**src/rtl/core/psb_pkg.sv**
```systemverilog
package psb_pkg;

  // Default sizes of the stores.
  localparam int MAX_FRAMES_DEF  = 4;
  localparam int MAX_ROWS_DEF    = 256;
  localparam int MAX_COLUMNS_DEF = 256;

  // Field widths of the stream items.
  localparam int MODE_W     = 2;
  localparam int FRAME_W    = 2;
  localparam int ROW_W      = 8;
  localparam int COLUMN_W   = 8;
  localparam int SAMPLE_W   = 16;
  localparam int BIN_X_W    = 10;
  localparam int BIN_Y_W    = 8;
  localparam int SUM_W      = 32;
  localparam int IN_DATA_W  = 56;
  localparam int OUT_DATA_W = 32;

  // Configuration port.
  localparam int CFG_IDX_W  = 3;
  localparam int CFG_DATA_W = 9;

  localparam logic [CFG_IDX_W-1:0] CFG_FRAME_COUNT   = 3'd0;
  localparam logic [CFG_IDX_W-1:0] CFG_ROW_COUNT     = 3'd1;
  localparam logic [CFG_IDX_W-1:0] CFG_COLUMN_COUNT  = 3'd2;
  localparam logic [CFG_IDX_W-1:0] CFG_BIN_SHIFT     = 3'd3;
  localparam logic [CFG_IDX_W-1:0] CFG_SKIP_PEDESTAL = 3'd4;

  localparam logic [2:0] FRAME_COUNT_RST  = 3'd1;
  localparam logic [8:0] ROW_COUNT_RST    = 9'd256;
  localparam logic [8:0] COLUMN_COUNT_RST = 9'd256;
  localparam logic [2:0] BIN_SHIFT_RST    = 3'd0;
  localparam logic [2:0] BIN_SHIFT_MAX    = 3'd4;

  // Calibration offset added to every pixel.
  localparam logic [SAMPLE_W:0] CAL_OFFSET = 17'h10000;

  // Depth of the command queue and of the result buffer.
  localparam int Q_DEPTH   = 4;
  localparam int OUT_DEPTH = 3;

  typedef enum logic [MODE_W-1:0] {
    OP_LOAD  = 2'd0,
    OP_ACC   = 2'd1,
    OP_READ  = 2'd2,
    OP_CLEAR = 2'd3
  } op_t;

  // Classified command passed from the front to the back.
  typedef struct packed {
    op_t                 op;
    logic                sub_ped;  // subtract the pedestal word
    logic                rd_zero;  // read lies outside the image
    logic [SAMPLE_W-1:0] sample;
  } cmd_t;

endpackage

```
**src/rtl/core/psb_queue.sv**
```systemverilog
module psb_queue #(
  parameter int WIDTH = 8,
  parameter int DEPTH = psb_pkg::Q_DEPTH,
  localparam int PW = $clog2(DEPTH),
  localparam int CW = $clog2(DEPTH + 1)
) (
  input  logic             clk,
  input  logic             rst_n,
  input  logic             push,
  input  logic [WIDTH-1:0] push_data,
  output logic             full,
  input  logic             pop,
  output logic             valid,
  output logic [WIDTH-1:0] pop_data
);
  import psb_pkg::*;

  logic [WIDTH-1:0] mem [DEPTH];
  logic [PW-1:0]    wr_ptr_r, wr_ptr_nxt;
  logic [PW-1:0]    rd_ptr_r, rd_ptr_nxt;
  logic [CW-1:0]    count_r, count_nxt;

  assign full     = (count_r == CW'(DEPTH));
  assign valid    = (count_r != '0);
  assign pop_data = mem[rd_ptr_r];

  always_comb begin
    wr_ptr_nxt = wr_ptr_r;
    rd_ptr_nxt = rd_ptr_r;
    count_nxt  = count_r;
    if (push) begin
      wr_ptr_nxt = (wr_ptr_r == PW'(DEPTH - 1)) ? '0 : wr_ptr_r + 1'b1;
    end
    if (pop) begin
      rd_ptr_nxt = (rd_ptr_r == PW'(DEPTH - 1)) ? '0 : rd_ptr_r + 1'b1;
    end
    if (push && !pop) count_nxt = count_r + 1'b1;
    else if (pop && !push) count_nxt = count_r - 1'b1;
  end

  always_ff @(posedge clk) begin
    if (push) mem[wr_ptr_r] <= push_data;
  end

  always_ff @(posedge clk) begin
    if (!rst_n) begin
      wr_ptr_r <= '0;
      rd_ptr_r <= '0;
      count_r  <= '0;
    end else begin
      wr_ptr_r <= wr_ptr_nxt;
      rd_ptr_r <= rd_ptr_nxt;
      count_r  <= count_nxt;
    end
  end

  a_no_overflow: assert property (@(posedge clk) disable iff (!rst_n)
    push |-> !full)
    else $error("queue written while full");

  a_count_down: assert property (@(posedge clk) disable iff (!rst_n)
    (pop && !push) |=> count_r == $past(count_r) - 1'b1)
    else $error("queue count lost a pop");

endmodule

```
**config.mk**
```make
export PLATFORM = sky130hd
export DESIGN_NAME = psb_queue
export DESIGN_NICKNAME = d
export VERILOG_FILES = /design/src/rtl/core/psb_pkg.sv /design/src/rtl/core/psb_queue.sv
export SDC_FILE = /design/constraint.sdc
export NUM_CORES = 1
export LEC_CHECK = 0
export BUFFER_PORTS_ARGS = -buffer_cell sky130_fd_sc_hd__buf_2
export CORE_MARGIN = 4
export CORE_UTILIZATION = 58
export CTS_CLUSTER_SIZE = 24
export DETAILED_ROUTE_END_ITERATION = 7
export PLACE_DENSITY_LB_ADDON = 0.08
export SLEW_MARGIN = 20
export SYNTH_ARGS = -nofsm -noshare
export SYNTH_HDL_FRONTEND = slang
export SYNTH_SLANG_ARGS = --single-unit
```
**constraint.sdc**
```tcl
create_clock -name clk -period 2.25 [get_ports clk]
set_input_delay 0.3375 -clock clk [delete_from_list [all_inputs] [get_ports clk]]
set_output_delay 0.3375 -clock clk [all_outputs]
set_load 0.1 [all_outputs]
```
### After elaboration in Yosys (flattened, before gate mapping)

Memories as Yosys holds them, arrays and structs flattened. A register that Yosys moved wholly into a read port is not among the register bits.
Cells that the tools add are included.

* memories: 1
* output and inout bits: 10
* bits in writable memories: 32
* logic and storage cells: 25
* input port bits: 12
* register bits: 7

Memory list
* mem: words 4, width 8, rd ports 1, clocked after memory_dff 1, wr ports 1, RTL line psb_queue.sv:18 `logic [WIDTH-1:0] mem [DEPTH];`

* add/subtract/negate cells: 4
* reduce and logical (&&, ||, !) cells: 6
* equal/unequal tests: 3
* mux-type cells: 8

Operators with widths (number)
* $mux 2: 4
* $mux 3: 2
* $add 2x1->2 const B: 2
* $eq 2x2->1 const B: 2
* $add 3x1->3 const B: 1
* $eq 3x3->1 const B: 1
* $reduce_bool 3->1: 1
* $sub 3x1->3 const B: 1
* $logic_and 1x1->1: 2
* $logic_not 1->1: 2
* $mux 1: 2
* $reduce_bool 2->1: 1

### Depth between registers and ports, before layout

Gate-level depths: netlist of run 1.

* depth after elaboration: 4
* mapped depth: 7
* gate-level depth less buffers: 7

### Worst setup path after synthesis of run 1

OpenSTA, ideal clock, no wires.

* path kind: reg-to-output
* from: reg count_r[0]
* to: out full
* path buffers: 0
* required time: 1.913 ns
* data arrival time: 2.549 ns
* cell stages (with the launch flop): 2
* slack: -0.636 ns
* cells stage by stage: dfxtp_1 -> nor3b_1

* word-level cells in the longest chain between the ends: 1

RTL lines
* start: declaration: RTL line psb_queue.sv:21 `logic [CW-1:0] count_r, count_nxt;`
* start signal: assignment: RTL line psb_queue.sv:53 `count_r <= count_nxt;`
* $eq 3x3->1: RTL line psb_queue.sv:23 `assign full = (count_r == CW'(DEPTH));`
* end: declaration: RTL line psb_queue.sv:11 `output logic full,`

Every way passes these cells.

==> results.py, run 1 <==
metrics = {
    "route": {
        "ant_nets": 0,
        "wl_per_cell_um": 17.1,
        "wl_um": 2460,
        "drtPass1Iterations": 4,
        "vias_per_cell": 5.43,
        "drc": 0,
        "num_vias": 782,
        "drt-initial-drc-count": 18,
    },
    "timing": {
        "period_needed_ns": 2.08,
        "hold_viol": 0,
        "period_share_pct": 92.3,
        "tns_ns": 0,
        "slew_viol_final": 0,
        "slew-limit-headroom_pct": 67.2,
        "max_freq_ghz": 0.481,
        "skew_ns": 0.00602,
        "setup_violations": 0,
        "setup_ws_ns": 0.173,
        "tightest_slew_ns": 0.495,
        "rsz0062_at_grt": "no",
    },
    "yosys": {
        "synth_warnings": 0,
        "synth.area.top_cells": "edfxtp_1, dfxtp_1, mux4_2, ha_1, mux2i_1",
        "seq_area_frac_synth_pct": 70.6,
        "synth_area_um2": 1620,
        "synth_top_area_share_pct": 59.4,
        "synth_cell_types": 20,
        "synth_nets": 105,
        "synth_edf_count": 32,
        "synthArstFlopShare_pct": 0,
        "synth_seq_cells": 41,
        "syn_avg_cell_area_um2": 18.8,
        "synthCells": 86,
        "synth_top_area_cell": "edfxtp_1",
        "synth_flop_cell": "edfxtp_1",
    },
    "clock_network": {
        "cts_resized": 0,
        "clock_path_buffers": 2,
        "postCtsSetupBuffers": 0,
        "cts_tree": "built",
        "cts_sinks": 41,
        "cts_htree_levels": 2,
        "cts_buffers": 5,
        "clk_latency_ns": 0.34,
        "root_buffer": "clkbuf_4",
        "holdBufCountCts": 0,
        "path_clk_slew_ns": 0.10,
    },
    "die": {
        "io_pins": 22,
        "fp.dieW_um": 60.8,
        "dieArea_um2": 3700,
        "core_um2": 2570,
        "die_y_um": 60.8,
        "start_util_pct": 63.0,
        "std_cell_rows": 18,
    },
    "run_status": {
        "status": "complete, no violations",
    },
    "worst_setup_path": {
        "crit_path_max_fanout": 7,
        "required_ns": 1.91,
        "worstSetupPathType": "flip-flop to output port",
        "arrival_ns": 1.74,
        "startpoint_type": "flip-flop",
        "crit_path_end_kind": "output port",
    },
    "placement": {
        "dp_hpwl_um": 1790,
        "port_buffers": 21,
        "placed_cells": 136,
        "pre_cts_ws_ns": 0.396,
        "place.gp.congestion": 0.681,
    },
    "final_layout": {
        "fin_nets": 132,
        "n_antenna_cell": 0,
        "drive_above_1_share_pct": 32.5,
        "fin_util_pct": 70.7,
        "instances_no_fill": 144,
        "area_delta_synth_final_pct": 12.2,
    },
    "job": {
        "max-cap-violations": 0,
    },
    "global_route": {
        "grt_pass1_vias": 867,
        "grt_max_degree": 13,
        "antenna_found_initial": 0,
        "overflow": 0,
        "grt_pass1_wl_um": 4090,
        "gr-usage-all-layers_pct": 16.2,
    },
    "worst_hold_path": {
        "hold_path.class": "input pin to flip-flop",
    },
    "pwr": {
        "power_density_nw_per_um2": 897,
        "p_leak_nw": 0.675,
        "vdd_drop_max_v": 0.000670,
    },
}
## path summary, 6_finish.rpt
kind              cells past startpoint    startpoint  slack [ns]          end
setup / recovery                      3     flip-flop        0.17  pop_data[4]
hold / removal                        1  push_data[7]        0.22    mem[1][7]
setup reg to reg                      4    count_r[0]        0.75   count_r[2]
hold reg to reg                       2    count_r[2]        0.52   count_r[2]
## final cells by class
cell class / count / area, um^2
fillers: 180 / 753
flip-flops and latches: 41 / 1140
inverters: 4 / 15.0
multi-input cells: 39 / 449
repair buffers: 22 / 113
clock buffers: 8 / 58.8
well taps: 30 / 37.5
## state kept, by name, indices dropped and copies added (netlist names), named ones only
| signal | count |
|---|---|
| count_r | 3 |
| mem | 32 |
| rd_ptr_r | 2 |
| wr_ptr_r | 2 |
## per-layer routing
metal / wire, um / global-route usage (%) / vias up
li1: - / - / 379
met1: 1030 / 18.8 / 378
met2: 1290 / 28.5 / 22
met3: 111 / 3.83 / 3
met4: 31 / 7.43 / 0
met5: 0 / 0 / -
## Yosys cell counts, drive strengths merged, types with 2 or more instances
cell type / count
and2: 5
dfxtp: 9
edfxtp: 32
ha: 6
inv: 4
mux2i: 4
mux4: 8
nor2b: 5
or3: 2
## placed cells by master (no fill, tap or decap)
| cell type | count |
|---|---|
| nor2_1 | 1 |
| dfxtp_1 | 9 |
| buf_2 | 21 |
| nor3b_2 | 1 |
| xor2_1 | 1 |
| and2_1 | 5 |
| mux4_2 | 8 |
| a21boi_1 | 1 |
| clkbuf_8 | 1 |
| or3_1 | 2 |
| xnor2_1 | 1 |
| nor2b_1 | 5 |
| buf_4 | 1 |
| ha_1 | 6 |
| inv_1 | 4 |
| mux2i_1 | 4 |
| o21a_1 | 1 |
| clkbuf_4 | 5 |
| o21ai_0 | 1 |
| edfxtp_1 | 32 |
| clkbuf_1 | 2 |
| fa_1 | 1 |
| nor3_1 | 1 |
## critical path, stage by stage, from the launching register on
cell and delay (ns):
dfxtp_1 0.38, buf_4 0.21, mux4_2 0.51, buf_2 0.30
## power by group
group | internal (mW) | switching [mW]
Clock | 0.154 | 0.214
Sequential | 0.861 | 0.0279
Combinational | 0.0915 | 0.279
## per-stage QoR
step | hold slack, ns | cell area [um^2] | power, mW
global placement | 0.480 | 1760 | 1.27
global route | 0.196 | 1810 | 1.70
floorplan | 0.436 | 1620 | 1.21
finish | 0.216 | 1810 | 1.63
detailed placement | 0.496 | 1760 | 1.28
CTS | 0.196 | 1810 | 1.64
## kinds of logic after synthesis
logic type	share of synthesized area [%]
mux	13.6
simple gates	5.65
flops	70.6
buf+inv	1.93
fa+ha+maj	5.88
compound gates	1.24
xor+xnor	1.08
(Power assumes the default switching activity.)
==> inputs of run 2 (changes only) <==
--- a/config.mk
+++ b/config.mk
@@ -8,8 +8,9 @@
 export BUFFER_PORTS_ARGS = -buffer_cell sky130_fd_sc_hd__buf_2
 export CORE_MARGIN = 4
 export CORE_UTILIZATION = 58
-export CTS_CLUSTER_SIZE = 24
+export CTS_CLUSTER_SIZE = 14
 export DETAILED_ROUTE_END_ITERATION = 7
+export GPL_TIMING_DRIVEN = 0
 export PLACE_DENSITY_LB_ADDON = 0.08
 export SLEW_MARGIN = 20
 export SYNTH_ARGS = -nofsm -noshare
==> results.py, run 2 (synthesis results as in run 1) <==
metrics = {
    "run_status": {
        "status": "complete, no violations",
    },
    "global_route": {
        "antenna_found_initial": 0,
        "grt_pass1_wl_um": 3810,
        "gr-usage-all-layers_pct": 15.4,
        "grt_pass1_vias": 820,
        "grt_max_degree": 13,
        "overflow": 0,
    },
    "pwr": {
        "power_density_nw_per_um2": 874,
        "p_clk_share_pct": 20.5,
        "p_switching_mw": 0.518,
        "vdd_drop_max_v": 0.00102,
        "swShare_pct": 32.7,
        "power_mw": 1.59,
        "p_leak_nw": 0.678,
        "p_seq_share_pct": 55.8,
        "intPower_mw": 1.07,
        "pwr-share-comb_pct": 23.7,
    },
    "final_layout": {
        "fin_util_pct": 70.7,
        "final_common_cell": "edfxtp_1",
        "area_delta_synth_final_pct": 12.2,
        "fillers": 171,
        "fin_area_um2": 1810,
        "instances_no_fill": 145,
        "reg_top3": "mem x32, count_r x3",
        "fin_nets": 133,
        "largest_register_ffs": 32,
        "drive_above_1_share_pct": 33.0,
        "final_cell_mix": "edfxtp_1, buf_2, dfxtp_1",
        "regMostFlops": "mem",
        "n_antenna_cell": 0,
    },
    "clock_network": {
        "cts_resized": 0,
        "cts_sinks": 41,
        "clk_latency_ns": 0.33,
        "root_buffer": "clkbuf_4",
        "cts_tree": "built",
        "path_clk_slew_ns": 0.11,
        "cts_buffers": 5,
        "cts_htree_levels": 2,
        "clock_path_buffers": 2,
        "holdBufCountCts": 0,
        "postCtsSetupBuffers": 0,
    },
    "die": {
        "std_cell_rows": 18,
        "io_pins": 22,
        "dieArea_um2": 3700,
        "core_um2": 2570,
        "start_util_pct": 63.0,
        "fp.dieW_um": 60.8,
        "die_y_um": 60.8,
    },
    "route": {
        "drtPass1Iterations": 4,
        "drt-initial-drc-count": 12,
        "ant_nets": 0,
        "drc": 0,
        "vias_per_cell": 5.59,
        "num_vias": 810,
        "wl_um": 2340,
        "wl_per_cell_um": 16.2,
    },
    "timing": {
        "setup_ws_ns": 0.253,
        "hold_ws_ns": 0.211,
        "period_share_pct": 88.8,
        "period_needed_ns": 2.00,
        "setup_violations": 0,
        "skew_ns": 0.00493,
        "slew-limit-headroom_pct": 67.7,
        "slew_viol_final": 0,
        "tns_ns": 0,
        "rsz0062_at_grt": "no",
        "hold_viol": 0,
        "tightest_slew_ns": 0.488,
        "max_freq_ghz": 0.501,
    },
    "worst_setup_path": {
        "worstSetupPathType": "flip-flop to output port",
        "arrival_ns": 1.66,
        "crit_path_max_fanout": 8,
        "startpoint_type": "flip-flop",
        "required_ns": 1.91,
        "crit_path_end_kind": "output port",
    },
    "placement": {
        "dp_hpwl_um": 1730,
        "pre_cts_ws_ns": 0.435,
        "port_buffers": 21,
        "place_area_um2": 1760,
        "placed_cells": 137,
        "place.gp.congestion": 0.632,
    },
    "job": {
        "max-cap-violations": 0,
    },
    "worst_hold_path": {
        "hold_path.class": "input pin to flip-flop",
    },
}
[run 2: worst paths after layout]
path / slack [ns] / depth (start not counted) / to / start
worst max-delay path: 0.25 / 3 / pop_data[1] / flip-flop
worst min-delay path: 0.21 / 1 / mem[1][0] / push_data[0]
worst max register to register: 0.78 / 4 / count_r[2] / count_r[0]
worst min register to register: 0.51 / 2 / count_r[2] / count_r[2]
[run 2: cell type report]
type	instances	area [um^2]	share of cell area [%]
repair buffers	21	105	5.79
flip-flops and latches	41	1140	62.9
well taps	30	37.5	2.07
multi-input cells	39	449	24.8
plain buffers	2	16.3	0.897
clock inverters	3	12.5	0.690
clock buffers	5	37.5	2.07
inverters	4	15.0	0.828
[run 2: worst max-delay path, cell delays in order, from the launching register on]
cell,delay (ns)
dfxtp_1,0.34
buf_6,0.16
mux4_2,0.51
buf_2,0.31
[run 2: power groups by stage]
stage | combinational [mW] | sequential (mW) | clock [mW]
after floorplan | 0.318 | 0.895 | 0
after global placement | 0.373 | 0.898 | 0
after detailed placement | 0.377 | 0.903 | 0
after CTS | 0.379 | 0.886 | 0.338
after global routing | 0.398 | 0.890 | 0.380
final | 0.375 | 0.885 | 0.325
[run 2: routing by layer]
| layer | vias up | global-route usage (%) | share of wire (%) |
|---|---|---|---|
| met4 | 0 | 8.36 | 2.3 |
| met3 | 8 | 4.68 | 5.3 |
| met2 | 23 | 25.5 | 51 |
| li1 | 380 | - | - |
| met1 | 399 | 17.9 | 41 |
| met5 | - | 0 | 0 |
==> inputs of run 3 (changes only) <==
--- a/config.mk
+++ b/config.mk
@@ -11,6 +11,7 @@
 export CTS_CLUSTER_SIZE = 14
 export DETAILED_ROUTE_END_ITERATION = 7
 export GPL_TIMING_DRIVEN = 0
+export MAX_ROUTING_LAYER = met4
 export PLACE_DENSITY_LB_ADDON = 0.08
 export SLEW_MARGIN = 20
 export SYNTH_ARGS = -nofsm -noshare
==> results.py, run 3 (synthesis results as in run 1) <==
metrics = {
    "run_status": {
        "status": "complete, no violations",
    },
    "clock_network": {
        "cts_resized": 0,
        "postCtsSetupBuffers": 0,
        "cts_htree_levels": 2,
        "cts_tree": "built",
        "cts_sinks": 41,
        "root_buffer": "clkbuf_4",
        "holdBufCountCts": 0,
        "cts_buffers": 5,
        "path_clk_slew_ns": 0.11,
        "clk_latency_ns": 0.33,
        "clock_path_buffers": 2,
    },
    "route": {
        "drt-initial-drc-count": 14,
        "drc": 0,
        "drtPass1Iterations": 4,
        "vias_per_cell": 5.55,
        "wl_per_cell_um": 16.1,
        "ant_nets": 0,
        "wl_um": 2330,
        "num_vias": 805,
    },
    "timing": {
        "hold_ws_ns": 0.211,
        "period_share_pct": 88.8,
        "hold_viol": 0,
        "period_needed_ns": 2.00,
        "tightest_slew_ns": 0.488,
        "skew_ns": 0.00564,
        "max_freq_ghz": 0.500,
        "slew-limit-headroom_pct": 67.7,
        "tns_ns": 0,
        "setup_violations": 0,
        "rsz0062_at_grt": "no",
        "slew_viol_final": 0,
    },
    "placement": {
        "port_buffers": 21,
        "dp_hpwl_um": 1730,
        "place.gp.congestion": 0.637,
    },
    "final_layout": {
        "final_cell_mix": "edfxtp_1, buf_2, dfxtp_1",
        "regMostFlops": "mem",
        "fin_util_pct": 70.7,
        "drive_above_1_share_pct": 33.0,
        "fin_nets": 133,
        "n_antenna_cell": 0,
        "largest_register_ffs": 32,
        "reg_top3": "mem x32, count_r x3",
        "area_delta_synth_final_pct": 12.2,
        "final_common_cell": "edfxtp_1",
        "fillers": 171,
    },
    "global_route": {
        "overflow": 0,
        "grt_pass1_vias": 815,
        "gr-usage-all-layers_pct": 16.0,
        "grt_max_degree": 13,
        "grt_pass1_wl_um": 3830,
        "antenna_found_initial": 0,
    },
    "die": {
        "io_pins": 22,
        "start_util_pct": 63.0,
        "fp.dieW_um": 60.8,
        "dieArea_um2": 3700,
        "core_um2": 2570,
        "std_cell_rows": 18,
        "die_y_um": 60.8,
    },
    "worst_hold_path": {
        "hold_path.class": "input pin to flip-flop",
        "holdPathStages": 1,
    },
    "worst_setup_path": {
        "reg2reg_depth": 4,
        "required_ns": 1.91,
        "crit_path_end_kind": "output port",
        "worstSetupPathType": "flip-flop to output port",
        "arrival_ns": 1.66,
        "crit_path_max_fanout": 8,
        "startpoint_type": "flip-flop",
    },
    "pwr": {
        "vdd_drop_max_v": 0.00103,
        "p_leak_nw": 0.678,
        "power_density_nw_per_um2": 875,
    },
    "job": {
        "max-cap-violations": 0,
    },
}
[run 3: cell counts in the layout (fill, tap and decap cells not counted)]
No cell type changed its count.
[run 3: power breakdown]
| group | switching, mW | leakage (nW) | internal [mW] |
|---|---|---|---|
| Clock | 0.214 | 0.0300 | 0.113 |
| Sequential | 0.0238 | 0.368 | 0.861 |
| Combinational | 0.281 | 0.280 | 0.0935 |
[run 3: path summary, 6_finish.rpt]
kind | start | endpoint | slack, ns
max reg2reg | count_r[0] | count_r[2] | 0.77
min reg2reg | count_r[2] | count_r[2] | 0.51
max | flip-flop | pop_data[1] | 0.25
min | push_data[0] | mem[1][0] | 0.21
[run 3: metrics by stage]
| stage | area [um^2] | worst slack, ns | total power [mW] | instances |
|---|---|---|---|---|
| after floorplan | 1620 | 0.348 | 1.21 | 86 |
| after global placement | 1760 | 0.465 | 1.27 | 137 |
| after detailed placement | 1760 | 0.435 | 1.28 | 137 |
| after CTS | 1810 | 0.222 | 1.60 | 145 |
| after global routing | 1810 | 0.144 | 1.67 | 145 |
| final | 1810 | 0.251 | 1.59 | 145 |
[run 3: area by class of cell]
type / instances / area [um^2] / area share [%]
sequential: 41 / 1140 / 62.9
multi-input combinational: 39 / 449 / 24.8
timing repair buffer: 21 / 105 / 5.79
clock buffer: 5 / 37.5 / 2.07
tap: 30 / 37.5 / 2.07
buffer: 2 / 16.3 / 0.897
inverter: 4 / 15.0 / 0.828
clock inverter: 3 / 12.5 / 0.690
[run 3: worst max-delay path, cell delays in order, from the launching register on]
cell and delay [ns]:
dfxtp_1 0.34, buf_6 0.16, mux4_2 0.51, buf_2 0.31
[run 3: metal layers]
metal	vias up	track usage, %	wire (um)
li1	381	-	-
met1	395	18.4	969
met2	21	25.3	1180
met3	8	4.68	123
met4	0	8.36	55
met5	-	-	0
