[src/rtl/core/psb_pkg.sv]
package psb_pkg;

  // Default sizes of the stores.
  localparam int MAX_FRAMES_DEF  = 4;
  localparam int MAX_ROWS_DEF    = 256;
  localparam int MAX_COLUMNS_DEF = 256;

  // Field widths of the stream items.
  localparam int MODE_W     = 2;
  localparam int FRAME_W    = 2;
  localparam int ROW_W      = 8;
  localparam int COLUMN_W   = 8;
  localparam int SAMPLE_W   = 16;
  localparam int BIN_X_W    = 10;
  localparam int BIN_Y_W    = 8;
  localparam int SUM_W      = 32;
  localparam int IN_DATA_W  = 56;
  localparam int OUT_DATA_W = 32;

  // Configuration port.
  localparam int CFG_IDX_W  = 3;
  localparam int CFG_DATA_W = 9;

  localparam logic [CFG_IDX_W-1:0] CFG_FRAME_COUNT   = 3'd0;
  localparam logic [CFG_IDX_W-1:0] CFG_ROW_COUNT     = 3'd1;
  localparam logic [CFG_IDX_W-1:0] CFG_COLUMN_COUNT  = 3'd2;
  localparam logic [CFG_IDX_W-1:0] CFG_BIN_SHIFT     = 3'd3;
  localparam logic [CFG_IDX_W-1:0] CFG_SKIP_PEDESTAL = 3'd4;

  localparam logic [2:0] FRAME_COUNT_RST  = 3'd1;
  localparam logic [8:0] ROW_COUNT_RST    = 9'd256;
  localparam logic [8:0] COLUMN_COUNT_RST = 9'd256;
  localparam logic [2:0] BIN_SHIFT_RST    = 3'd0;
  localparam logic [2:0] BIN_SHIFT_MAX    = 3'd4;

  // Calibration offset added to every pixel.
  localparam logic [SAMPLE_W:0] CAL_OFFSET = 17'h10000;

  // Depth of the command queue and of the result buffer.
  localparam int Q_DEPTH   = 4;
  localparam int OUT_DEPTH = 3;

  typedef enum logic [MODE_W-1:0] {
    OP_LOAD  = 2'd0,
    OP_ACC   = 2'd1,
    OP_READ  = 2'd2,
    OP_CLEAR = 2'd3
  } op_t;

  // Classified command passed from the front to the back.
  typedef struct packed {
    op_t                 op;
    logic                sub_ped;  // subtract the pedestal word
    logic                rd_zero;  // read lies outside the image
    logic [SAMPLE_W-1:0] sample;
  } cmd_t;

endpackage

[src/rtl/core/psb_front.sv]
module psb_front #(
  parameter int MAX_FRAMES  = psb_pkg::MAX_FRAMES_DEF,
  parameter int MAX_ROWS    = psb_pkg::MAX_ROWS_DEF,
  parameter int MAX_COLUMNS = psb_pkg::MAX_COLUMNS_DEF,
  localparam int FAW    = (MAX_FRAMES > 1) ? $clog2(MAX_FRAMES) : 1,
  localparam int RAW    = $clog2(MAX_ROWS),
  localparam int CAW    = $clog2(MAX_COLUMNS),
  localparam int XW     = $clog2(MAX_FRAMES * MAX_COLUMNS),
  localparam int PED_AW = FAW + RAW + CAW,
  localparam int BIN_AW = RAW + XW
) (
  input  logic                             clk,
  input  logic                             rst_n,
  input  logic                             cfg_we,
  input  logic [psb_pkg::CFG_IDX_W-1:0]    cfg_index,
  input  logic [psb_pkg::CFG_DATA_W-1:0]   cfg_wdata,
  input  logic                             in_tvalid,
  output logic                             in_tready,
  input  logic [psb_pkg::MODE_W-1:0]       in_tuser,
  input  logic [psb_pkg::IN_DATA_W-1:0]    in_tdata,
  input  logic                             boot_busy,
  input  logic                             q_full,
  output logic                             q_push,
  output psb_pkg::cmd_t                    q_cmd,
  output logic [PED_AW-1:0]                q_ped_addr,
  output logic [BIN_AW-1:0]                q_bin_addr
);
  import psb_pkg::*;

  localparam int IMG_W = MAX_FRAMES * MAX_COLUMNS;
  localparam int NFW   = $clog2(MAX_FRAMES + 1);
  localparam int NRW   = $clog2(MAX_ROWS + 1);
  localparam int NCW   = $clog2(MAX_COLUMNS + 1);
  localparam int XFW   = NCW + 3;

  logic [2:0] frame_count_r;
  logic [8:0] row_count_r;
  logic [8:0] column_count_r;
  logic [2:0] bin_shift_r;
  logic       skip_r;

  logic [FRAME_W-1:0]  frame;
  logic [ROW_W-1:0]    row;
  logic [COLUMN_W-1:0] column;
  logic [SAMPLE_W-1:0] sample;
  logic [BIN_X_W-1:0]  bin_x;
  logic [BIN_Y_W-1:0]  bin_y;
  op_t                 mode;

  logic [NFW-1:0] nf;
  logic [NRW-1:0] nr;
  logic [NCW-1:0] nc;
  logic [2:0]     sh;
  logic [XFW-1:0] x_full;
  logic [XW-1:0]  pix_x;
  logic [RAW-1:0] pix_y;
  logic           keep;
  logic           accept;

  always_ff @(posedge clk) begin
    if (!rst_n) begin
      frame_count_r  <= FRAME_COUNT_RST;
      row_count_r    <= ROW_COUNT_RST;
      column_count_r <= COLUMN_COUNT_RST;
      bin_shift_r    <= BIN_SHIFT_RST;
      skip_r         <= 1'b0;
    end else if (cfg_we) begin
      case (cfg_index)
        CFG_FRAME_COUNT:   frame_count_r  <= cfg_wdata[2:0];
        CFG_ROW_COUNT:     row_count_r    <= cfg_wdata;
        CFG_COLUMN_COUNT:  column_count_r <= cfg_wdata;
        CFG_BIN_SHIFT:     bin_shift_r    <= cfg_wdata[2:0];
        CFG_SKIP_PEDESTAL: skip_r         <= cfg_wdata[0];
        default: ;
      endcase
    end
  end

  assign mode   = op_t'(in_tuser);
  assign frame  = in_tdata[1:0];
  assign row    = in_tdata[9:2];
  assign column = in_tdata[17:10];
  assign sample = in_tdata[33:18];
  assign bin_x  = in_tdata[43:34];
  assign bin_y  = in_tdata[51:44];

  // Saturate the frame geometry to the store sizes, a zero count to one, and the bin shift to its maximum.
  always_comb begin
    if (frame_count_r == 3'd0) nf = NFW'(1);
    else if (32'(frame_count_r) > 32'(MAX_FRAMES)) nf = NFW'(MAX_FRAMES);
    else nf = NFW'(frame_count_r);

    if (row_count_r == 9'd0) nr = NRW'(1);
    else if (32'(row_count_r) > 32'(MAX_ROWS)) nr = NRW'(MAX_ROWS);
    else nr = NRW'(row_count_r);

    if (column_count_r == 9'd0) nc = NCW'(1);
    else if (32'(column_count_r) > 32'(MAX_COLUMNS)) nc = NCW'(MAX_COLUMNS);
    else nc = NCW'(column_count_r);

    sh = (bin_shift_r > BIN_SHIFT_MAX) ? BIN_SHIFT_MAX : bin_shift_r;
  end

  // Frames sit side by side, so a frame starts nc columns after the previous one.
  // An in-frame pixel always lands inside the image, no range check is needed.
  assign x_full = XFW'(column) + XFW'(nc) * XFW'(frame);
  assign pix_x  = XW'(x_full >> sh);
  assign pix_y  = RAW'(row >> sh);

  always_comb begin
    q_cmd.op      = mode;
    q_cmd.sub_ped = !skip_r;
    q_cmd.rd_zero = !((32'(bin_x) < 32'(IMG_W)) && (32'(bin_y) < 32'(MAX_ROWS)));
    q_cmd.sample  = sample;
    q_ped_addr    = {FAW'(frame), RAW'(row), CAW'(column)};
    q_bin_addr    = {RAW'(bin_y), XW'(bin_x)};
    case (mode)
      OP_LOAD: begin
        keep = (32'(frame) < 32'(MAX_FRAMES)) && (32'(row) < 32'(MAX_ROWS)) &&
               (32'(column) < 32'(MAX_COLUMNS));
      end
      OP_ACC: begin
        keep       = (32'(frame) < 32'(nf)) && (32'(row) < 32'(nr)) &&
                     (32'(column) < 32'(nc));
        q_bin_addr = {pix_y, pix_x};
      end
      OP_READ:  keep = 1'b1;
      OP_CLEAR: keep = 1'b1;
      default:  keep = 1'b0;
    endcase
  end

  assign in_tready = !boot_busy && !q_full;
  assign accept    = in_tvalid && in_tready;
  assign q_push    = accept && keep;

endmodule

[config.mk]
export PLATFORM = sky130hd
export DESIGN_NAME = psb_front
export DESIGN_NICKNAME = d
export VERILOG_FILES = /design/src/rtl/core/psb_pkg.sv /design/src/rtl/core/psb_front.sv
export SDC_FILE = /design/constraint.sdc
export NUM_CORES = 1
export LEC_CHECK = 0
export ABC_AREA = 1
export BUFFER_PORTS_ARGS = -buffer_cell sky130_fd_sc_hd__buf_2
export CAP_MARGIN = 20
export CORE_ASPECT_RATIO = 0.8
export CORE_MARGIN = 10
export CORE_UTILIZATION = 45
export CTS_CLUSTER_DIAMETER = 120
export DETAILED_ROUTE_END_ITERATION = 7
export PLACE_DENSITY_LB_ADDON = 0.12
export SLEW_MARGIN = 20
export SYNTH_ARGS = -nofsm -noshare
export SYNTH_HDL_FRONTEND = slang
export SYNTH_SLANG_ARGS = --single-unit
[constraint.sdc]
create_clock -name clk -period 4 [get_ports clk]
set_clock_uncertainty 0.15 [all_clocks]
set_input_delay 0.4 -clock clk [delete_from_list [all_inputs] [get_ports clk]]
set_output_delay 0.4 -clock clk [all_outputs]
set_load 0.03 [all_outputs]
Word level (Yosys, flattened, before mapping). Index checks and enable logic that the tools add are counted.

Register bits after elaboration: 25. Input bits: 76.

Add/sub/neg operators: 1. Multiply operators: 1. $lt $le $gt $ge: 7. Equal/unequal tests: 7. Shifts and indexed selects: 2. Muxes and demuxes: 9. Reductions and logical operators: 19.

Operators by type and width (count): 9-bit 2-to-1 mux (4); 9-bit > comparator (second input constant) (2); 9-bit logical NOT (2); 8-bit by 9-bit < comparator with 1-bit output (2); 18-bit 2-to-1 mux (1); 8-bit by 11-bit adder with 12-bit output (1); 12-bit by 3-bit >> shifter with 10-bit output (1); 9-bit by 2-bit multiplier with 11-bit output (1); 2-bit AND reduction (5); 3-bit 2-to-1 mux (3); 8-bit by 3-bit >> shifter with 8-bit output (1); 3-bit by 2-bit equality test with 1-bit output (second input constant) (2); 3-bit > comparator (second input constant) (2); 3-bit logical NOT (2); 1-bit logical AND (5); 2-bit equality test (second input constant) (2); 3-bit by 1-bit equality test with 1-bit output (second input constant) (1); 3-bit equality test (second input constant) (1); 1-bit logical NOT (3); 2-bit by 3-bit < comparator with 1-bit output (1); 3-bit OR reduction (1); 2-bit by 1-bit equality test with 1-bit output (second input constant) (1); 2-bit logical NOT (1); 1-bit case mux with 2 select lines (1).

Longest topological paths before layout. Gate-level depths: netlist (run 1).

Depth in word-level cells: 8. Gate-level depth with buffers: 21. Depth with buffers taken out: 21.

Worst setup path after synthesis (run 1). No wires, ideal clock.

Path kind: reg2out. From: register column_count_r[5]. To: output q_bin_addr[9]. Arrival: 3.107 ns. Data required time: 3.450 ns. Slack: 0.343 ns. Cell stages (with the launch flop): 18. Buffers on the path: 0. Cells stage by stage: dfxtp_1 > nor2_1 > nand2_1 > nor2_1 > nand2_1 > nand2_1 > inv_1 > nor2_1 > fa_1 > ha_1 > fa_1 > nand2_1 > nand3_1 > nand3_1 > nand3_1 > nand3_1 > nand2_1 > o21ai_0.

Word-level cells in the longest chain between the ends: 7.

RTL lines: start: declaration (line psb_front.sv:38) `logic [8:0] column_count_r;`; start signal: assignment (line psb_front.sv:71) `CFG_COLUMN_COUNT: column_count_r <= cfg_wdata;`; 9-bit > comparator (line psb_front.sv:98) `else if (32'(column_count_r) > 32'(MAX_COLUMNS)) nc = NCW'(MAX_COLUMNS);`; 9-bit 2-to-1 mux (line psb_front.sv:98); 9-bit 2-to-1 mux (*) (line psb_front.sv:97) `if (column_count_r == 9'd0) nc = NCW'(1);`; 9-bit by 2-bit multiplier with 11-bit output (*) (line psb_front.sv:106) `assign x_full = XFW'(column) + XFW'(nc) * XFW'(frame);`; 8-bit by 11-bit adder with 12-bit output (*) (line psb_front.sv:106); 12-bit by 3-bit >> shifter with 10-bit output (*) (line psb_front.sv:107) `assign pix_x = XW'(x_full >> sh);`; 18-bit 2-to-1 mux (*) (line psb_front.sv:117) `case (mode)`; end: declaration (line psb_front.sv:26) `output logic [BIN_AW-1:0] q_bin_addr`.

Mark *: on every way between the ends. The rest lies on a longest branch, timed or not.

Worst setup path in the final report (run 1).
From: register column_count_r[0]. To: output q_bin_addr[2].

The elaborated chain is that of the path after synthesis.

==> results of run 1 <==
power groups by stage:
stage	sequential, W	combinational [W]	clock, W
floorplan	0.000268	0.000262	0
CTS	0.000264	0.000315	0.000150
finish	0.000265	0.000330	0.000145
global placement	0.000270	0.000310	0
detailed placement	0.000270	0.000314	0
global route	0.000266	0.000370	0.000160
repair_timing:
action | CTS | global route
setup buffers | 0 | 4
hold endpoints to repair | 0 | 0
resized for setup | 0 | 48
setup endpoints to repair | 0 | 10
hold buffers | 0 | 0
tightest hold or removal path, stage by stage:
cell	delay [ns]
buf_2	0.09
nor2_1	0.04
nor2_1	0.08
cell usage after synthesis (3+ instances only):
cell type / n / share of area [%]
a21oi_1: 18 / 2.8
nor2_1: 66 / 7.6
dfxtp_1: 25 / 15
clkinv_1: 3 / 0.35
o22ai_1: 3 / 0.58
nand3_2: 3 / 0.92
nor3_1: 4 / 0.61
clkbuf_1: 6 / 0.69
buf_4: 39 / 9.0
ha_1: 26 / 10
o21ai_1: 6 / 0.92
inv_2: 3 / 0.35
nor2_4: 3 / 1.0
inv_1: 74 / 8.5
fa_1: 8 / 4.9
nand2_1: 129 / 15
o21ai_0: 37 / 5.7
nand3_1: 53 / 8.1
o211ai_1: 7 / 1.6
per-stage QoR:
stage	worst slack [ns]	cells	total power, W
after detailed placement	0.326	675	0.000584
after global routing	-0.0442	683	0.000796
after floorplan	0.343	538	0.000530
after CTS	0.00849	679	0.000729
final	0.223	683	0.000740
after global placement	0.339	675	0.000580
sequential cells by signal, indices dropped and copies added, names as in the netlist:
| name | cells |
|---|---|
| bin_shift_r | 3 |
| column_count_r | 9 |
| frame_count_r | 3 |
| row_count_r | 9 |
| skip_r | 1 |
worst min path at each step:
stage | start | depth (start not counted) | end
4_1_cts | cfg_wdata[4] | 3 | row_count_r[4]
3_5_place_dp | skip_r | 2 | skip_r
5_1_grt | cfg_wdata[6] | 3 | row_count_r[6]
2_1_floorplan | frame_count_r[2] | 2 | frame_count_r[2]
3_3_place_gp | skip_r | 2 | skip_r
6_report | cfg_wdata[4] | 3 | row_count_r[4]
logic make-up after synthesis:
family,count (synthesis)
simple gates,264
buf+inv,131
compound gates,81
fa+ha+maj,34
flops,25
other cells,1
xor+xnor,1
mux,1
final cells by class:
type | instances | area, sq um
sequential | 25 | 507
fill | 749 | 3230
timing repair buffer | 104 | 572
multi-input combinational | 382 | 2190
clock buffer | 3 | 41.3
inverter | 81 | 307
tap | 87 | 109
clock inverter | 1 | 5.00
routing by layer:
| metal | track usage, % | wire (um) | vias to the layer above |
|---|---|---|---|
| met2 | 27.0 | 4310 | 86 |
| met4 | 3.29 | 62 | 0 |
| li1 | - | - | 1804 |
| met3 | 3.17 | 495 | 10 |
| met1 | 19.3 | 4060 | 1563 |
| met5 | 0 | 0 | - |
==> results.md, run 1 <==
- Starting Density: a little under half
- CP Cell Sequence: nor2_1, nand2_1, nor2_2, nand2_1, nand2_2, inv_2, nor2_4, fa_1, ha_2, fa_2, nand2_2, nand3_2, nand3b_1, nand2_1, nand2_2, nand3_2, nand3_2, nand3_1, nand2_1, buf_6
- DPL Wire Length: around 7500 um
- Die height: 96.2 um
- RSZ-0062 raised after global routing: true
- Grt ovf: 0
- Final setup viols: 0
- I/O Buffers: between 90 and 100
- Critical path class: flip-flop to primary output
- Syn_area_per_cell: roughly 6 sq um
- MaxCap Viol Count: 0
- Antenna violations before repair: 0
- CP Depth: 20
- Post-Synth Adder-Cell Area: roughly 15%
- Critical path's largest stage delay: approximately 0.42 ns
- Routed Antenna Nets: 0
- Worst r2r src: bin_shift_r[1]
- Crit path max-delay cell type: fa_2
- Cell variety after synth: 37
- Core Box Area: 0.00696 sq mm
- Most common cell after layout, fill and taps aside: nand2_1
- Post-Syn Nets: between 600 and 700
- Leakage: about 2.0 nW
- Status: complete, no violations
- Post-synth EDFFs: 0
- Total track usage: around 15%
- FF-to-FF End: bin_shift_r[1]
- H-tree depth: 1
- Post-synthesis sequential area ratio: between 10% and 20%
- P&R area growth vs syn: 14.4%
- Synth Area in XOR/XNOR: 0.269%
- Psw: just under 0.0003 W
- Commonest non-fill, non-tap cells in the layout: 124 x nand2_1, 88 x buf_2, 73 x inv_1
- Final hold violations: 0
- Type of the most critical hold path: primary input to flip-flop
- Root Buffer: clkbuf_8
- Relative slew slack: 36.9%
- Slew at the pin with the worst max-slew slack: 0.939 ns
- Vias per cell: ~5
- Synth async-reset ratio: 0%
- Initial DRC count: between 100 and 150
- Vias: 3463
- Compound-Gate Fraction of Synth Area: roughly 14%
- Final Util: 53.6%
- Sw frac: between 30% and 40%
- Netlist Area Pre-Place: ~0.0033 sq mm
- CP Data Arrival Time: 3.23 ns
- Post-synthesis mux area share: less than 1%
- VDD IR-drop max: 0.152 mV
- Final critical-path required period: 3.78 ns
- Flops & latches, synth: 25
- CP most frequent cell: nand2_1
- Num CTS Buffers: 3
- FP Rows: 27
- Worst-path clk slew: 0.08 ns
- CP delay by family, top: simple AND/OR/NAND/NOR gates
- Max Clock Freq: 265 MHz
- Die Width: about 120 um
- Crit path from: column_count_r[0]
- Synthesized netlist cell count: 538
- Simple-gate share of the synthesized area: about a third
- Worst Path Required: 3.45 ns
- Final GP Congestion: ~0.83
- Final Cycle Share: ~94%
- Nets: roughly 710
- Post-DP Area: around 0.0035 sq mm
- PD cells: 198 mW/mm^2
- Number of diodes: 0
- Crit Path Max Fanout: 3
- Crit path to: q_bin_addr[2]
- Combinational Power Share: around 45%
- Critical path buffers and inverters: 2
- Share of cells above drive strength 1: approximately 26%
- Critical Path Sink Type: primary output
- Clock network power share: 19.6%
- Final Slew Violations: 0
- CTS max path bufs: 2
- Die area: ~0.011 sq mm
- Hold_ws: between 0.2 and 0.25 ns
- Cells on worst reg2reg path: 2
- Ys flop type: dfxtp_1
- Reg power frac: between 30% and 40%
- Pint: 0.000445 W
- CTS tree: done
- Setup TNS: 0 ns
- CP Launch Type: flip-flop
- Worst reg-to-reg setup slack: about 3 ns
- Clock Latency Late Sink: 0.26 ns
- WL per Instance: 13.1 um
- Synth warnings: 0
- Final instance area: 0.00373 sq mm
- Global-route wire length before repair: about 15000 um
- Largest family of logic cells by synthesized area: simple AND/OR/NAND/NOR gates
- IO Pins: between 100 and 150
- Drt total wl: 8940 um
- Vias in the first global route: ~3400
- CTS Sinks: 25
- Largest net degree at the start of global routing: 26
- DRT Pass-1 Iters: 4
- Post-route DRC: 0
(Power assumes the default switching activity.)
==> run 2: changes to the inputs <==
--- a/config.mk
+++ b/config.mk
@@ -5,7 +5,7 @@
 export SDC_FILE = /design/constraint.sdc
 export NUM_CORES = 1
 export LEC_CHECK = 0
-export ABC_AREA = 1
+export ABC_AREA = 0
 export BUFFER_PORTS_ARGS = -buffer_cell sky130_fd_sc_hd__buf_2
 export CAP_MARGIN = 20
 export CORE_ASPECT_RATIO = 0.8
@@ -14,6 +14,7 @@
 export CTS_CLUSTER_DIAMETER = 120
 export DETAILED_ROUTE_END_ITERATION = 7
 export PLACE_DENSITY_LB_ADDON = 0.12
+export SETUP_SLACK_MARGIN = 0.5
 export SLEW_MARGIN = 20
 export SYNTH_ARGS = -nofsm -noshare
 export SYNTH_HDL_FRONTEND = slang
==> run 2 against run 1 <==
Cell area is 12% higher. Area after synthesis is 3.2% higher. Sequential share of layout area is 1.5 points lower. The run now ends with setup timing left. Critical path depth is 7 lower. Sequential power hardly changed. Largest power group unchanged. Via count is 3.0% lower. Critical path type unchanged. Clock power is 3% lower.
==> results.md, run 2 <==
- Status: complete, but fails checks
- Violated checks: setup timing
- Max Clock Freq: 241 MHz (-8.8%)
- Critical Path Sink Type: primary output
- Post-synth EDFFs: 0 (unchanged)
- Largest net degree at the start of global routing: 31 (+19%)
- Final Slew Violations: 0 (unchanged)
- Type of the most critical hold path: primary input to flip-flop
- FP Rows: 28 (+3.7%)
- P&R area growth vs syn: 24.5%
- MaxCap Viol Count: 0 (unchanged)
- Hold path start: cfg_wdata[5]
- Number of diodes: 0 (unchanged)
- Cell taking the most area after synthesis: dfxtp_1
- I/O Buffers: 96 (unchanged)
- Area of the multi-input gates: 0.00271 sq mm (+24%)
- H-tree depth: 1 (unchanged)
- Vias in the first global route: 3293 (-2.5%)
- Post-route DRC: 0 (unchanged)
- Slew at the pin with the worst max-slew slack: 0.902 ns (-0.0363 ns)
- Synth top area cells: dfxtp_1 15%, ha_1 9.7%, buf_4 8.2%
- Antenna violations before repair: 0 (unchanged)
- Num CTS Buffers: 3 (unchanged)
- CP Launch Type: flip-flop
- Cells on worst reg2reg path: 2 (unchanged)
- Final Util: 57.2% (+3.6 points)
- Synth warnings: 0 (unchanged)
- Grt ovf: 0 (unchanged)
- Cell variety after synth: 68 (+84%)
- Final GP Congestion: 0.838 (+1.2%)
- FF/Latch Area: 507 sq um (unchanged)
- Worst r2r src: bin_shift_r[2]
- PD cells: 172 mW/mm^2 (-13%)
- Core Box Area: 0.00732 sq mm (+5.2%)
- Commonest non-fill, non-tap cells in the layout: 86 x buf_2, 70 x nand2_1, 28 x inv_1
- Die Width: 117 um (+1.3%)
- Netlist Area Pre-Place: 0.00337 sq mm (+3.2%)
- Final hold violations: 0 (unchanged)
- Critical path buffers and inverters: 1 (-1)
- Routed Antenna Nets: 0 (unchanged)
- FF-to-FF End: bin_shift_r[2]
- Vias per cell: 5.58 (+10%)
- Worst-path clk slew: 0.08 ns (about the same)
- Worst Path Required: 3.45 ns (about the same)
- Final Cycle Share: 104% (+9.1 points)
- Post-synthesis sequential area ratio: 14.9% (-0.48 points)
- CTS Sinks: 25 (unchanged)
- Count leader, synth: nand2_1
- Ys flop type: dfxtp_1
- Initial DRC count: 147 (-1.3%)
- Synth async-reset ratio: 0% (unchanged)
- Starting Density: 46.0% (-0.89 points)
- Drt total wl: 9750 um (+9.1%)
- Vias: 3360 (-3.0%)
- Worst reg-to-reg setup slack: 2.63 ns (-0.31 ns)
- Most common cell after layout, fill and taps aside: buf_2
- Worst Hold End: column_count_r[5]
- IO Pins: 134 (unchanged)
- Flops & latches, synth: 25 (unchanged)
- CP Cell Sequence: nor4_4, a21oi_2, nor2_1, and2_4, fa_2, ha_4, fa_2, a21o_1, a211oi_2, nor2_1, mux4_2, o21a_4, buf_6
- Final setup viols: 8 (+8)
- VDD IR-drop max: 0.191 mV (+25%)
- Relative slew slack: 39.8% (+2.9 points)
- Worst setup margin: -0.142 ns (-0.365 ns)
- CP delay by family, top: adder cells
- Worst hold stages: 3 (unchanged)
- DPL Wire Length: 7550 um (+1.2%)
- WL per Instance: 16.2 um (+24%)
- Nets: 623 (-12%)
- Global-route wire length before repair: 15900 um (+7.6%)
- Critical path class: flip-flop to primary output
- CTS max path bufs: 2 (unchanged)
- RSZ-0062 raised after global routing: true
- Crit path max-delay cell type: mux4_2
- Share of cells above drive strength 1: 35.5% (+10 points)
- Top-area cell type share of the netlist area: 14.9% (-0.48 points)
- CP Data Arrival Time: 3.59 ns (+0.36 ns)
- Root Buffer: clkbuf_8
- DRT Pass-1 Iters: 4 (unchanged)
- Post-Syn Nets: 560 (-14%)
- Total track usage: 16.4% (+0.91 points)
- # fillers: 699 (-6.7%)
- Crit Path Max Fanout: 2 (-1)
- Clock Latency Late Sink: 0.25 ns (about the same)
- Die area: 0.0114 sq mm (+2.6%)
- Setup TNS: -0.465 ns (-0.465 ns)
- Synthesized netlist cell count: 450 (-16%)
- Critical path's largest stage delay: 0.51 ns (+0.09 ns)
- Final critical-path required period: 4.14 ns (+0.365 ns)
- Biggest regs: column_count_r: 9 flops, row_count_r: 9 flops
- Die height: 97.4 um (+1.3%)
- Syn_area_per_cell: 7.48 sq um (+23%)
- Pwr Total: 0.000719 W (-2.8%)
- Synth top cells by count: 71 x nand2_1, 37 x buf_4, 28 x inv_1
- CTS tree: done
- Leakage: 1.79 nW (-9.9%)
run 2: area by class of cell:
cell class,count,share of cell area (%)
repair buffers,118,17.0
well taps,90,2.69
clock buffers,4,1.07
multi-input cells,337,64.6
inverters,28,2.51
flip-flops and latches,25,12.1
run 2: worst max-delay path by stage:
stage / startpoint / end / slack, ns / cells past startpoint
floorplan: column_count_r[6] / q_bin_addr[2] / 0.32 / 12
global placement: column_count_r[6] / q_bin_addr[2] / 0.03 / 13
detailed placement: column_count_r[6] / q_bin_addr[2] / 0.05 / 13
CTS: column_count_r[6] / q_bin_addr[2] / -0.16 / 13
global route: column_count_r[6] / q_bin_addr[2] / -0.33 / 13
finish: column_count_r[6] / q_bin_addr[2] / -0.14 / 13
run 2: timing repair:
action / in CTS / in global routing
hold buffers: 0 / 0
setup endpoints to repair: 10 / 11
pin swaps: 16 / 9
resized for setup: 48 / 23
buffers inserted: 13 / 4
endpoints found under the hold margin: 0 / 0
run 2: worst reg2reg max path, cell delays in order, from the launching register on:
cell and delay (ns):
dfxtp_1 0.87, mux2i_1 0.17, nor2b_1 0.13
run 2: report_power, final:
group / switching, W / internal [W] / total [W]
combinational: 0.000183 / 0.000129 / 0.000312
sequential: 0.0000108 / 0.000255 / 0.000265
clock: 0.0000705 / 0.0000709 / 0.000141
run 2: kinds of logic after synthesis:
family	Yosys count	synth area share (%)
fa+ha+maj	34	14.4
buf+inv	88	14.3
compound gates	111	24.6
other cells	1	0.111
simple gates	172	25.1
xor+xnor	3	0.781
mux	16	5.87
flops	25	14.9
run 2: through the flow:
step	instance area, sq um	std cells	setup slack (ns)	hold WS, ns
2_1_floorplan	3440	450	0.321	0.293
4_1_cts	4040	598	-0.157	0.249
6_report	4190	602	-0.142	0.254
5_1_grt	4190	602	-0.334	0.256
3_5_place_dp	3700	581	0.0450	0.328
3_3_place_gp	3700	581	0.0326	0.316
run 2: layer usage:
layer  global-route usage, %  up-vias  share of wire, %  wire (um)
li1                        -     1679                 -          -
met5                       0        -                 0          0
met2                    27.1       81                50       4880
met4                    4.27        0               1.2        113
met3                    2.22       18               5.5        539
met1                    21.5     1582                43       4220
==> run 3: changes to the inputs <==
--- a/config.mk
+++ b/config.mk
@@ -8,9 +8,11 @@
 export ABC_AREA = 0
 export BUFFER_PORTS_ARGS = -buffer_cell sky130_fd_sc_hd__buf_2
 export CAP_MARGIN = 20
+export CELL_PAD_IN_SITES_DETAIL_PLACEMENT = 0
+export CELL_PAD_IN_SITES_GLOBAL_PLACEMENT = 1
 export CORE_ASPECT_RATIO = 0.8
 export CORE_MARGIN = 10
-export CORE_UTILIZATION = 45
+export CORE_UTILIZATION = 35
 export CTS_CLUSTER_DIAMETER = 120
 export DETAILED_ROUTE_END_ITERATION = 7
 export PLACE_DENSITY_LB_ADDON = 0.12
==> run 3 against run 2 <==
The flow still finishes with violations (setup timing). Largest power group unchanged. Largest cell class unchanged. Die area rose by 23%. Cell area rose by 1.8%. Critical path depth rose by 2. Critical endpoint is now q_bin_addr[5]. Via count fell by 0.89%. Sequential power barely moved. Core utilization fell by 11 points. Cell count rose by 4.7%.
==> results.md, run 3 (synthesis results as in run 2) <==
- Status: complete, but fails checks
- Violated checks: setup timing
- Starting Density: 36.5% (-9.5 points)
- CTS tree: done
- Hold_ws: 0.247 ns (-0.00715 ns)
- WL per Instance: 16.5 um (+2.0%)
- IO Pins: 134 (unchanged)
- Global-route wire length before repair: 17000 um (+7.0%)
- Worst Path Required: 3.45 ns (about the same)
- H-tree depth: 1 (unchanged)
- Grt ovf: 0 (unchanged)
- Total track usage: 14.4% (-2.0 points)
- Final critical-path required period: 4.15 ns (+0.00603 ns)
- Die height: 108 um (+11%)
- Hold buffers post-CTS: 0 (unchanged)
- Post-route DRC: 0 (unchanged)
- Largest net degree at the start of global routing: 31 (unchanged)
- Max Clock Freq: 241 MHz (-0.15%)
- CTS max path bufs: 2 (unchanged)
- Crit path from: column_count_r[7]
- Vias: 3330 (-0.89%)
- FP Rows: 31 (+11%)
- PD cells: 188 mW/mm^2 (+9.8%)
- Routed Antenna Nets: 0 (unchanged)
- MaxCap Viol Count: 0 (unchanged)
- Crit path max-delay cell type: fa_1
- Crit Path Max Fanout: 2 (unchanged)
- Biggest regs: column_count_r: 9 flops, row_count_r: 9 flops
- Initial DRC count: 173 (+18%)
- Clock Latency Late Sink: 0.26 ns (about the same)
- CP Data Arrival Time: 3.60 ns (about the same)
- Die Width: 130 um (+11%)
- Worst setup margin: -0.148 ns (-0.00603 ns)
- Final hold violations: 0 (unchanged)
- Critical path's largest stage delay: 0.45 ns (-0.06 ns)
- CP Cell Sequence: nor4_4, a21oi_2, nor2_2, and2_4, fa_1, ha_4, fa_2, a21o_1, buf_4, a311o_2, nand3_2, a211oi_1, buf_4, o31ai_4, buf_6
- Num CTS Buffers: 3 (unchanged)
- CTS Sinks: 25 (unchanged)
- GRT met2 Usage: 24.9% (-2.3 points)
- Share of cells above drive strength 1: 35.9% (+0.38 points)
- Worst-path clk slew: 0.06 ns (-0.02 ns)
- Root Buffer: clkbuf_16
- Vias per cell: 5.29 (-5.3%)
- Vias in the first global route: 3419 (+3.8%)
- Final setup viols: 6 (-2)
- Nets: 626 (+0.48%)
- Critical Path Sink Type: primary output
- Worst r2r src: bin_shift_r[1]
- Slew at the pin with the worst max-slew slack: 0.681 ns (-0.221 ns)
- CP Launch Type: flip-flop
- Drt total wl: 10400 um (+6.7%)
- Met1 Use GR: 18.9% (-2.7 points)
- Die area: 0.0140 sq mm (+23%)
- Relative slew slack: 54.6% (+15 points)
- Core Box Area: 0.00923 sq mm (+26%)
- Met3 Resource Use GR: 1.82% (-0.40 points)
- Commonest non-fill, non-tap cells in the layout: 86 x buf_2, 71 x nand2_1, 27 x inv_1
- Antenna violations before repair: 0 (unchanged)
- Final GP Congestion: 0.866 (+3.4%)
- DPL Wire Length: 8270 um (+9.5%)
- Final Cycle Share: 104% (+0.15 points)
- DRT Pass-1 Iters: 5 (+1)
- Hold path start: cfg_wdata[8]
- Gr busiest metal: met2
- Setup TNS: -0.520 ns (-0.0549 ns)
- I/O Buffers: 96 (unchanged)
- Type of the most critical hold path: primary input to flip-flop
- P&R area growth vs syn: 26.7%
- VDD IR-drop max: 0.229 mV (+20%)
- Leakage: 1.82 nW (+1.7%)
- Number of diodes: 0 (unchanged)
- Final Slew Violations: 0 (unchanged)
- RSZ-0062 raised after global routing: true
- CP most frequent cell: buf_4
- Most common cell after layout, fill and taps aside: buf_2
- # fillers: 964 (+38%)
- Critical path class: flip-flop to primary output
## run 3: worst max-delay path, delay by kind of cell (launching register included)
kind,cells,cell delay (ns)
adder cells (fa/ha/maj),3,0.98
AO/OA/AOI/OAI,5,0.94
AND/OR/NAND/NOR,4,0.60
buffers and inverters,3,0.48
flip-flops,1,0.33
## run 3: where the power goes
group	switching [W]	internal, W
clock	0.0000863	0.000135
sequential	0.0000102	0.000255
combinational	0.000186	0.000131
## run 3: worst paths after layout
| kind | cells past startpoint | endpoint | slack [ns] |
|---|---|---|---|
| max | 15 | q_bin_addr[5] | -0.15 |
| min | 3 | row_count_r[8] | 0.25 |
| max reg2reg | 2 | bin_shift_r[1] | 2.78 |
| min reg2reg | 2 | row_count_r[0] | 0.32 |
## run 3: final cells by class
class | instances | area (sq um) | share of cell area, %
tap | 115 | 144 | 3.37
clock buffer | 3 | 75.1 | 1.76
inverter | 28 | 105 | 2.46
timing repair buffer | 121 | 731 | 17.1
multi-input combinational | 337 | 2690 | 63.2
sequential | 25 | 512 | 12.0
clock inverter | 1 | 5.00 | 0.117
## run 3: stage by stage
step	instances	area [sq um]	setup WS [ns]	total power, W	utilization (%)
floorplan	450	3440	0.321	0.000496	-
global placement	616	3800	0.0553	0.000553	41.2
detailed placement	616	3800	0.0501	0.000555	41.2
CTS	630	4170	-0.222	0.000804	45.1
global route	630	4270	-0.265	0.000846	46.2
finish	630	4270	-0.148	0.000803	46.2
## run 3: what timing repair did
| action | CTS | global route |
|---|---|---|
| endpoints found under the hold margin | 0 | 0 |
| gates resized for setup | 41 | 29 |
| setup endpoints to repair | 10 | 11 |
| buffers inserted | 10 | 0 |
| pin swaps | 25 | 8 |
## run 3: metal layers
| layer | share of wire [%] | vias up |
|---|---|---|
| met3 | 4.0 | 11 |
| met5 | 0 | - |
| li1 | - | 1682 |
| met4 | 0.61 | 0 |
| met1 | 46 | 1573 |
| met2 | 49 | 64 |
